`src/sv/acm_pkg.sv`:
```
`timescale 1ns / 1ps
// shared constants, codes and controller/datapath link types for the match counter
// no dependencies

package acm_pkg;

  localparam int MAX_NODES = 1024;
  localparam int ALPHABET  = 26;
  localparam int NODE_W    = $clog2(MAX_NODES);
  localparam int CNT_W     = NODE_W + 1;
  localparam int SYM_W     = $clog2(ALPHABET);
  localparam int ROW_W     = ALPHABET * NODE_W;
  localparam int COUNT_W   = 16;
  localparam int REQ_W     = 2;
  localparam int LETTER_W  = 5;
  localparam int KIND_W    = 2;

  localparam logic [REQ_W-1:0] REQ_PATTERN = 2'd0;
  localparam logic [REQ_W-1:0] REQ_TEXT    = 2'd1;
  localparam logic [REQ_W-1:0] REQ_CLEAR   = 2'd2;

  localparam logic [KIND_W-1:0] KIND_STORED  = 2'd0;
  localparam logic [KIND_W-1:0] KIND_DROPPED = 2'd1;
  localparam logic [KIND_W-1:0] KIND_TOTAL   = 2'd2;

  typedef enum logic [4:0] {
    OP_NONE,
    OP_CLR_INIT,
    OP_CLR_STEP,
    OP_PAT_FLAG,
    OP_PAT_RD,
    OP_PAT_UPD,
    OP_END_RD,
    OP_END_INC,
    OP_PAT_DONE,
    OP_B_ROOT_RD,
    OP_B_ROOT_C,
    OP_B_Q_RD,
    OP_B_U_RD,
    OP_B_F_RD,
    OP_B_CHILD,
    OP_B_WB,
    OP_B_DONE,
    OP_S_BAD,
    OP_S_RD,
    OP_S_STEP,
    OP_S_WRD,
    OP_S_WACC,
    OP_S_DONE
  } dp_op_e;

  typedef struct packed {
    logic   take;
    dp_op_e op;
  } cmd_t;

  typedef struct packed {
    logic [REQ_W-1:0] req;
    logic             last;
    logic             letter_ok;
    logic             links_built;
    logic             overflow;
    logic             c_last;
    logic             q_nonempty;
    logic             t_zero;
    logic             clr_last;
    logic             out_free;
  } status_t;

endpackage

```
`src/sv/acm_ctrl.sv`:
```
`timescale 1ns / 1ps
// sequencer for the match counter: picks one datapath operation per cycle
// depends on acm_pkg

module acm_ctrl import acm_pkg::*; (
  input  logic    clk_i,
  input  logic    rst_ni,
  input  logic    in_valid_i,
  output logic    in_ready_o,
  input  status_t status_i,
  output cmd_t    cmd_o
);

  localparam logic [4:0] ST_CLEAR     = 5'd0;
  localparam logic [4:0] ST_IDLE      = 5'd1;
  localparam logic [4:0] ST_DISP      = 5'd2;
  localparam logic [4:0] ST_PAT_RD    = 5'd3;
  localparam logic [4:0] ST_PAT_UPD   = 5'd4;
  localparam logic [4:0] ST_PAT_FIN   = 5'd5;
  localparam logic [4:0] ST_END_RD    = 5'd6;
  localparam logic [4:0] ST_END_INC   = 5'd7;
  localparam logic [4:0] ST_PAT_OUT   = 5'd8;
  localparam logic [4:0] ST_B_ROOT_RD = 5'd9;
  localparam logic [4:0] ST_B_ROOT_C  = 5'd10;
  localparam logic [4:0] ST_B_CHECK   = 5'd11;
  localparam logic [4:0] ST_B_Q_RD    = 5'd12;
  localparam logic [4:0] ST_B_U_RD    = 5'd13;
  localparam logic [4:0] ST_B_F_RD    = 5'd14;
  localparam logic [4:0] ST_B_CHILD   = 5'd15;
  localparam logic [4:0] ST_B_WB      = 5'd16;
  localparam logic [4:0] ST_S_DISP    = 5'd17;
  localparam logic [4:0] ST_S_RD      = 5'd18;
  localparam logic [4:0] ST_S_STEP    = 5'd19;
  localparam logic [4:0] ST_S_WALK    = 5'd20;
  localparam logic [4:0] ST_S_WACC    = 5'd21;
  localparam logic [4:0] ST_S_FIN     = 5'd22;
  localparam logic [4:0] ST_S_OUT     = 5'd23;

  logic [4:0] state_q, state_d;
  dp_op_e     op;

  assign in_ready_o = (state_q == ST_IDLE);
  assign cmd_o.take = in_valid_i && in_ready_o;
  assign cmd_o.op   = op;

  always_comb begin
    state_d = state_q;
    op      = OP_NONE;
    unique case (state_q)
      ST_CLEAR: begin
        op = OP_CLR_STEP;
        if (status_i.clr_last) state_d = ST_IDLE;
      end
      ST_IDLE: begin
        if (in_valid_i) state_d = ST_DISP;
      end
      ST_DISP: begin
        unique case (status_i.req)
          REQ_CLEAR: begin
            op      = OP_CLR_INIT;
            state_d = ST_CLEAR;
          end
          REQ_PATTERN: begin
            if (status_i.links_built || !status_i.letter_ok) begin
              op      = OP_PAT_FLAG;
              state_d = ST_PAT_FIN;
            end else if (status_i.overflow) begin
              state_d = ST_PAT_FIN;
            end else begin
              state_d = ST_PAT_RD;
            end
          end
          REQ_TEXT: begin
            state_d = status_i.links_built ? ST_S_DISP : ST_B_ROOT_RD;
          end
          default: state_d = ST_IDLE;
        endcase
      end
      ST_PAT_RD: begin
        op      = OP_PAT_RD;
        state_d = ST_PAT_UPD;
      end
      ST_PAT_UPD: begin
        op      = OP_PAT_UPD;
        state_d = ST_PAT_FIN;
      end
      ST_PAT_FIN: begin
        priority if (!status_i.last) state_d = ST_IDLE;
        else if (status_i.overflow)  state_d = ST_PAT_OUT;
        else                         state_d = ST_END_RD;
      end
      ST_END_RD: begin
        op      = OP_END_RD;
        state_d = ST_END_INC;
      end
      ST_END_INC: begin
        op      = OP_END_INC;
        state_d = ST_PAT_OUT;
      end
      ST_PAT_OUT: begin
        if (status_i.out_free) begin
          op      = OP_PAT_DONE;
          state_d = ST_IDLE;
        end
      end
      ST_B_ROOT_RD: begin
        op      = OP_B_ROOT_RD;
        state_d = ST_B_ROOT_C;
      end
      ST_B_ROOT_C: begin
        op = OP_B_ROOT_C;
        if (status_i.c_last) state_d = ST_B_CHECK;
      end
      ST_B_CHECK: begin
        if (status_i.q_nonempty) begin
          state_d = ST_B_Q_RD;
        end else begin
          op      = OP_B_DONE;
          state_d = ST_S_DISP;
        end
      end
      ST_B_Q_RD: begin
        op      = OP_B_Q_RD;
        state_d = ST_B_U_RD;
      end
      ST_B_U_RD: begin
        op      = OP_B_U_RD;
        state_d = ST_B_F_RD;
      end
      ST_B_F_RD: begin
        op      = OP_B_F_RD;
        state_d = ST_B_CHILD;
      end
      ST_B_CHILD: begin
        op = OP_B_CHILD;
        if (status_i.c_last) state_d = ST_B_WB;
      end
      ST_B_WB: begin
        op      = OP_B_WB;
        state_d = ST_B_CHECK;
      end
      ST_S_DISP: begin
        if (status_i.letter_ok) begin
          state_d = ST_S_RD;
        end else begin
          op      = OP_S_BAD;
          state_d = ST_S_FIN;
        end
      end
      ST_S_RD: begin
        op      = OP_S_RD;
        state_d = ST_S_STEP;
      end
      ST_S_STEP: begin
        op      = OP_S_STEP;
        state_d = ST_S_WALK;
      end
      ST_S_WALK: begin
        if (status_i.t_zero) begin
          state_d = ST_S_FIN;
        end else begin
          op      = OP_S_WRD;
          state_d = ST_S_WACC;
        end
      end
      ST_S_WACC: begin
        op      = OP_S_WACC;
        state_d = ST_S_WALK;
      end
      ST_S_FIN: begin
        state_d = status_i.last ? ST_S_OUT : ST_IDLE;
      end
      ST_S_OUT: begin
        if (status_i.out_free) begin
          op      = OP_S_DONE;
          state_d = ST_IDLE;
        end
      end
      default: state_d = ST_IDLE;
    endcase
  end

  always_ff @(posedge clk_i or negedge rst_ni) begin
    if (!rst_ni) begin
      state_q <= ST_CLEAR;
    end else begin
      state_q <= state_d;
    end
  end

endmodule

```
`config.mk`:
```
export PLATFORM = sky130hd
export DESIGN_NAME = acm_ctrl
export DESIGN_NICKNAME = d
export VERILOG_FILES = /design/src/sv/acm_pkg.sv /design/src/sv/acm_ctrl.sv
export SDC_FILE = /design/constraint.sdc
export NUM_CORES = 1
export LEC_CHECK = 0
export ABC_CLOCK_PERIOD_IN_PS = 1900
export BUFFER_PORTS_ARGS = -buffer_cell sky130_fd_sc_hd__buf_2
export CORE_UTILIZATION = 48
export CTS_CLUSTER_DIAMETER = 200
export DETAILED_ROUTE_END_ITERATION = 6
export GPL_TIMING_DRIVEN = 0
export PLACE_DENSITY = 0.7
export SLEW_MARGIN = 10
export SYNTH_ARGS = -nofsm -noshare
export SYNTH_HDL_FRONTEND = slang
export SYNTH_SLANG_ARGS = --single-unit
```
`constraint.sdc`:
```
create_clock -name clk_i -period 1.9 [get_ports clk_i]
set_input_delay 0.38 -clock clk_i [delete_from_list [all_inputs] [get_ports clk_i]]
set_output_delay 0.38 -clock clk_i [all_outputs]
set_load 0.1 [all_outputs]
```
==> results of run 1 <==
[cells in the mapped netlist (2+ instances only)]
master,instances
nor2_1,12
o21ai_0,11
a21oi_1,10
nand2_1,10
buf_2,8
and3_1,5
dfrtp_1,5
nand2b_1,5
nand3_1,5
nor2b_1,5
inv_1,4
a22oi_1,3
nand3b_1,3
nand4b_1,3
a2111oi_0,2
a221oi_1,2
a31oi_1,2
buf_1,2
mux2i_1,2
nand4_1,2
nor3_1,2
o2111ai_1,2
o21bai_1,2
o31ai_1,2
xnor2_1,2
[per-stage QoR]
| step | utilization, % | setup TNS [ns] |
|---|---|---|
| detailed placement | 68.9 | -1.80 |
| floorplan | - | -0.252 |
| global placement | 68.9 | -1.68 |
[kinds of logic after synthesis]
logic type	count (synthesis)
flops	5
mux	2
simple gates	61
xor+xnor	3
compound gates	48
buf+inv	16
==> impl_metrics.py, run 1 <==
metrics = {
    "logic_synthesis": {
        "syn-num-nets": 149,
        "async_reset_ff_share_pct": 100,
        "muxShareOfSynthArea_pct": 2.17,
        "yosysSeqAreaShare_pct": 13.5,
        "synth_adder_area_share_pct": 0,
        "ys_ff_latch": 5,
        "synth_area_per_cell_um2": 6.85,
        "netlist_instances": 135,
        "yosys-top-cells-area": "dfrtp_1 14%, o21ai_0 6.0%, a21oi_1 5.4%",
        "synthSimpleGateAreaFrac_pct": 38.4,
        "synth_compound_area_share_pct": 35.5,
        "synth_top_area_cell": "dfrtp_1",
        "synth_edf_count": 0,
        "synth-xor-area-share_pct": 2.84,
        "synth_top_family_by_area": "simple AND/OR/NAND/NOR gates",
        "synth_cell_type_count": 49,
        "yosys_warnings": 0,
        "synth_ff_type": "dfrtp_1",
        "syn_area_um2": 925,
        "synth_top_area_share_pct": 13.5,
    },
    "status": {
        "stop_stage": "4_1_cts",
        "stop_error": "[ERROR DPL-0033] detailed placement checks failed during check placement.",
        "status": "stopped before the end",
    },
    "clock_network": {
        "ctsResizeCount": 73,
        "root_buffer": "clkbuf_4",
        "post_cts_buffers": 23,
        "ctsHoldBuffers": 1,
        "htree_levels": 1,
        "numCtsBuffers": 3,
        "cts.sinks": 5,
        "clk_path_buf_depth": 2,
    },
    "floorplan": {
        "initial_utilization_pct": 52.4,
        "dieWidth_um": 45.9,
        "rows": 15,
        "ioPinCount": 21,
        "die_h_um": 45.9,
    },
    "placed_design": {
        "numPortBuffers": 20,
        "gp_congestion": 0.993,
        "dpl_cell_area_um2": 1210,
        "dp.cells": 180,
        "hpwl_um": 2530,
        "post-place-ws_ns": -0.598,
    },
}
==> run 2, diff against run 1 <==
--- a/config.mk
+++ b/config.mk
@@ -7,11 +7,11 @@
 export LEC_CHECK = 0
 export ABC_CLOCK_PERIOD_IN_PS = 1900
 export BUFFER_PORTS_ARGS = -buffer_cell sky130_fd_sc_hd__buf_2
-export CORE_UTILIZATION = 48
-export CTS_CLUSTER_DIAMETER = 200
+export CORE_AREA = 2 2 63 65
 export DETAILED_ROUTE_END_ITERATION = 6
+export DIE_AREA = 0 0 65 67
 export GPL_TIMING_DRIVEN = 0
-export PLACE_DENSITY = 0.7
+export PLACE_DENSITY_LB_ADDON = 0.15
 export SLEW_MARGIN = 10
 export SYNTH_ARGS = -nofsm -noshare
 export SYNTH_HDL_FRONTEND = slang
==> impl_metrics.py, run 2 <==
metrics = {
    "status": {
        "status": "finished with violations",
        "failed_checks": "setup timing",
    },
    "placed_design": {
        "dpl_cell_area_um2": 1240,
        "hpwl_um": 2620,
        "numPortBuffers": 20,
        "dp.cells": 203,
        "post-place-ws_ns": -0.620,
        "gp_congestion": 0.880,
    },
    "logic_synthesis": {
        "synth_area_per_cell_um2": 6.85,
        "ys_ff_latch": 5,
        "yosysMostFrequentCell": "nor2_1",
        "synth_ff_type": "dfrtp_1",
        "yosys_warnings": 0,
        "synth_top_area_share_pct": 13.5,
        "yosys-top-cells-area": "dfrtp_1 14%, o21ai_0 6.0%, a21oi_1 5.4%",
        "synth_edf_count": 0,
        "yosys-top-cells-count": "12 x nor2_1, 11 x o21ai_0, 10 x a21oi_1, 10 x nand2_1, 8 x buf_2",
        "yosysSeqAreaShare_pct": 13.5,
        "async_reset_ff_share_pct": 100,
        "synth_top_area_cell": "dfrtp_1",
        "synth_cell_type_count": 49,
        "syn-num-nets": 149,
        "syn_area_um2": 925,
        "netlist_instances": 135,
    },
    "timing": {
        "period_minus_slack_ns": 2.18,
        "slew_violations": 0,
        "final.period_utilization_pct": 115,
        "worst_slew_pin_slew_ns": 0.538,
        "max_slew_margin_pct": 63.2,
        "holdWs_ns": 0.476,
        "setup_violations": 6,
        "worst_clock_skew_ns": 0.00490,
        "max_freq_mhz": 459,
        "hold_viol_final": 0,
        "rsz0062_at_grt": "yes",
        "finalWorstSetupSlack_ns": -0.277,
    },
    "clock_network": {
        "numCtsBuffers": 3,
        "tritoncts": "yes",
        "path_clk_slew_ns": 0.04,
        "insertion_delay_ns": 0.22,
        "cts.sinks": 5,
        "root_buffer": "clkbuf_8",
        "clk_path_buf_depth": 2,
        "htree_levels": 1,
    },
    "drt": {
        "vias": 1315,
        "wire_per_inst_um": 17.1,
        "antenna_left": 0,
        "wirelength_um": 4010,
        "dr.pass1.iters": 4,
        "drt-initial-drc-count": 61,
        "vias_per_cell": 5.62,
        "drc": 0,
    },
    "layout": {
        "n_antenna_cell": 0,
        "reg_top3": "state_q: 5 flops",
        "layout.nets": 201,
        "register_area_um2": 129,
        "n_fill_cell": 355,
        "drive_above_1_share_pct": 55.4,
        "regMostFlops": "state_q",
        "multi_input_area_um2": 971,
        "syn_to_final_growth_pct": 94.5,
        "stdcell_count": 234,
        "largest_register_ffs": 5,
        "final_area_um2": 1800,
        "final_cell_mix": "27 x buf_4, 13 x buf_2, 10 x buf_12",
        "final_common_cell": "buf_4",
    },
    "setup_path": {
        "cp_data_required_time_ns": 1.52,
        "path_max_fanout": 10,
        "cp-startpoint": "state_q[0]",
        "rr_startpoint": "state_q[2]",
        "arrival_ns": 1.80,
        "cp-start-kind": "flop",
        "end_kind": "output pin",
        "critPathKind": "flop to output pin",
    },
    "global_routing": {
        "gr-total-overflow": 0,
        "use_met3_pct": 1.86,
        "met2_usage_pct": 30.0,
        "use_met1_pct": 26.2,
        "grt_usage_pct": 19.0,
        "antenna_found_initial": 0,
        "grt_max_degree": 11,
        "grt_pass1_vias": 1220,
        "top_usage_layer": "met2",
        "grt_pass1_wl_um": 6270,
    },
    "floorplan": {
        "die_h_um": 67,
        "dieWidth_um": 65,
        "placeableCoreArea_um2": 3610,
        "initial_utilization_pct": 25.6,
        "dieArea_um2": 4360,
        "rows": 22,
        "ioPinCount": 21,
    },
    "worst_hold_path": {
        "hold_path_class": "input port to flop",
        "hp-start": "status_i[6]",
    },
    "flow_run": {
        "maxCapViolCount": 0,
    },
}
==> run 2: cell counts after synthesis <==
No cell type changed its count.
==> run 2: kinds of logic (layout without fill, tap and decap cells) <==
logic type | Yosys count | in the layout | share of synthesized area, %
AOI/OAI and AO/OA | 48 | 48 | 35.5
xor gates and xnor gates | 3 | 3 | 2.84
buffers and inverters | 16 | 67 | 7.58
DFF | 5 | 5 | 13.5
muxes | 2 | 2 | 2.17
and+or+nand+nor | 61 | 61 | 38.4
==> run 2: final timing paths <==
path                               to  slack [ns]  depth (start not counted)
setup / recovery             cmd_o[1]       -0.28                          6
hold / removal             state_q[3]        0.48                          2
setup reg to reg           state_q[0]       -0.02                          7
hold reg to reg            state_q[3]        0.81                          3
max in group asynchronous  state_q[1]        1.24                          2
min in group asynchronous  state_q[0]        0.50                          2
==> run 2: what timing repair did <==
item / 4_1_cts / 5_1_grt
gates resized for setup: 54 / 24
pin swaps: 9 / 10
setup buffers: 16 / 12
hold endpoints to repair: 5 / 0
cloned: 0 / 0
endpoints found under the setup margin: 7 / 9
hold buffers: 1 / 0
==> run 2: final cells by class <==
class,count,area share [%]
Multi-Input combinational cell,114,54.0
Tap cell,48,3.34
Sequential cell,5,7.17
Clock buffer,4,2.51
Inverter,5,1.46
Timing Repair Buffer,47,23.5
Buffer,11,8.00
==> run 2: metal layers <==
metal  share of wire [%]  wire length, µm  vias up
li1                    -                -      620
met1                  44             1740      629
met2                  49             1980       58
met3                 5.1              206        8
met4                 2.0               81        0
met5                   0                0        -
==> run 2: worst max-delay path, cell delays in order (launching register included) <==
cell and delay, ns:
dfrtp_2 0.44, buf_6 0.17, nand2_2 0.09, and3_1 0.18, o31ai_2 0.08, a221o_4 0.45, buf_12 0.17
==> run 2: per-stage QoR <==
| step | TNS, ns | utilization, % |
|---|---|---|
| finish | -0.878 | 49.9 |
| global placement | -1.82 | 34.5 |
| detailed placement | -1.78 | 34.5 |
| floorplan | -0.252 | - |
| CTS | -0.852 | 45.2 |
| global route | -1.17 | 49.9 |
Power of run 2 is not shown: default switching activity piles up to over one toggle a cycle in this logic, so the estimate is an artifact.
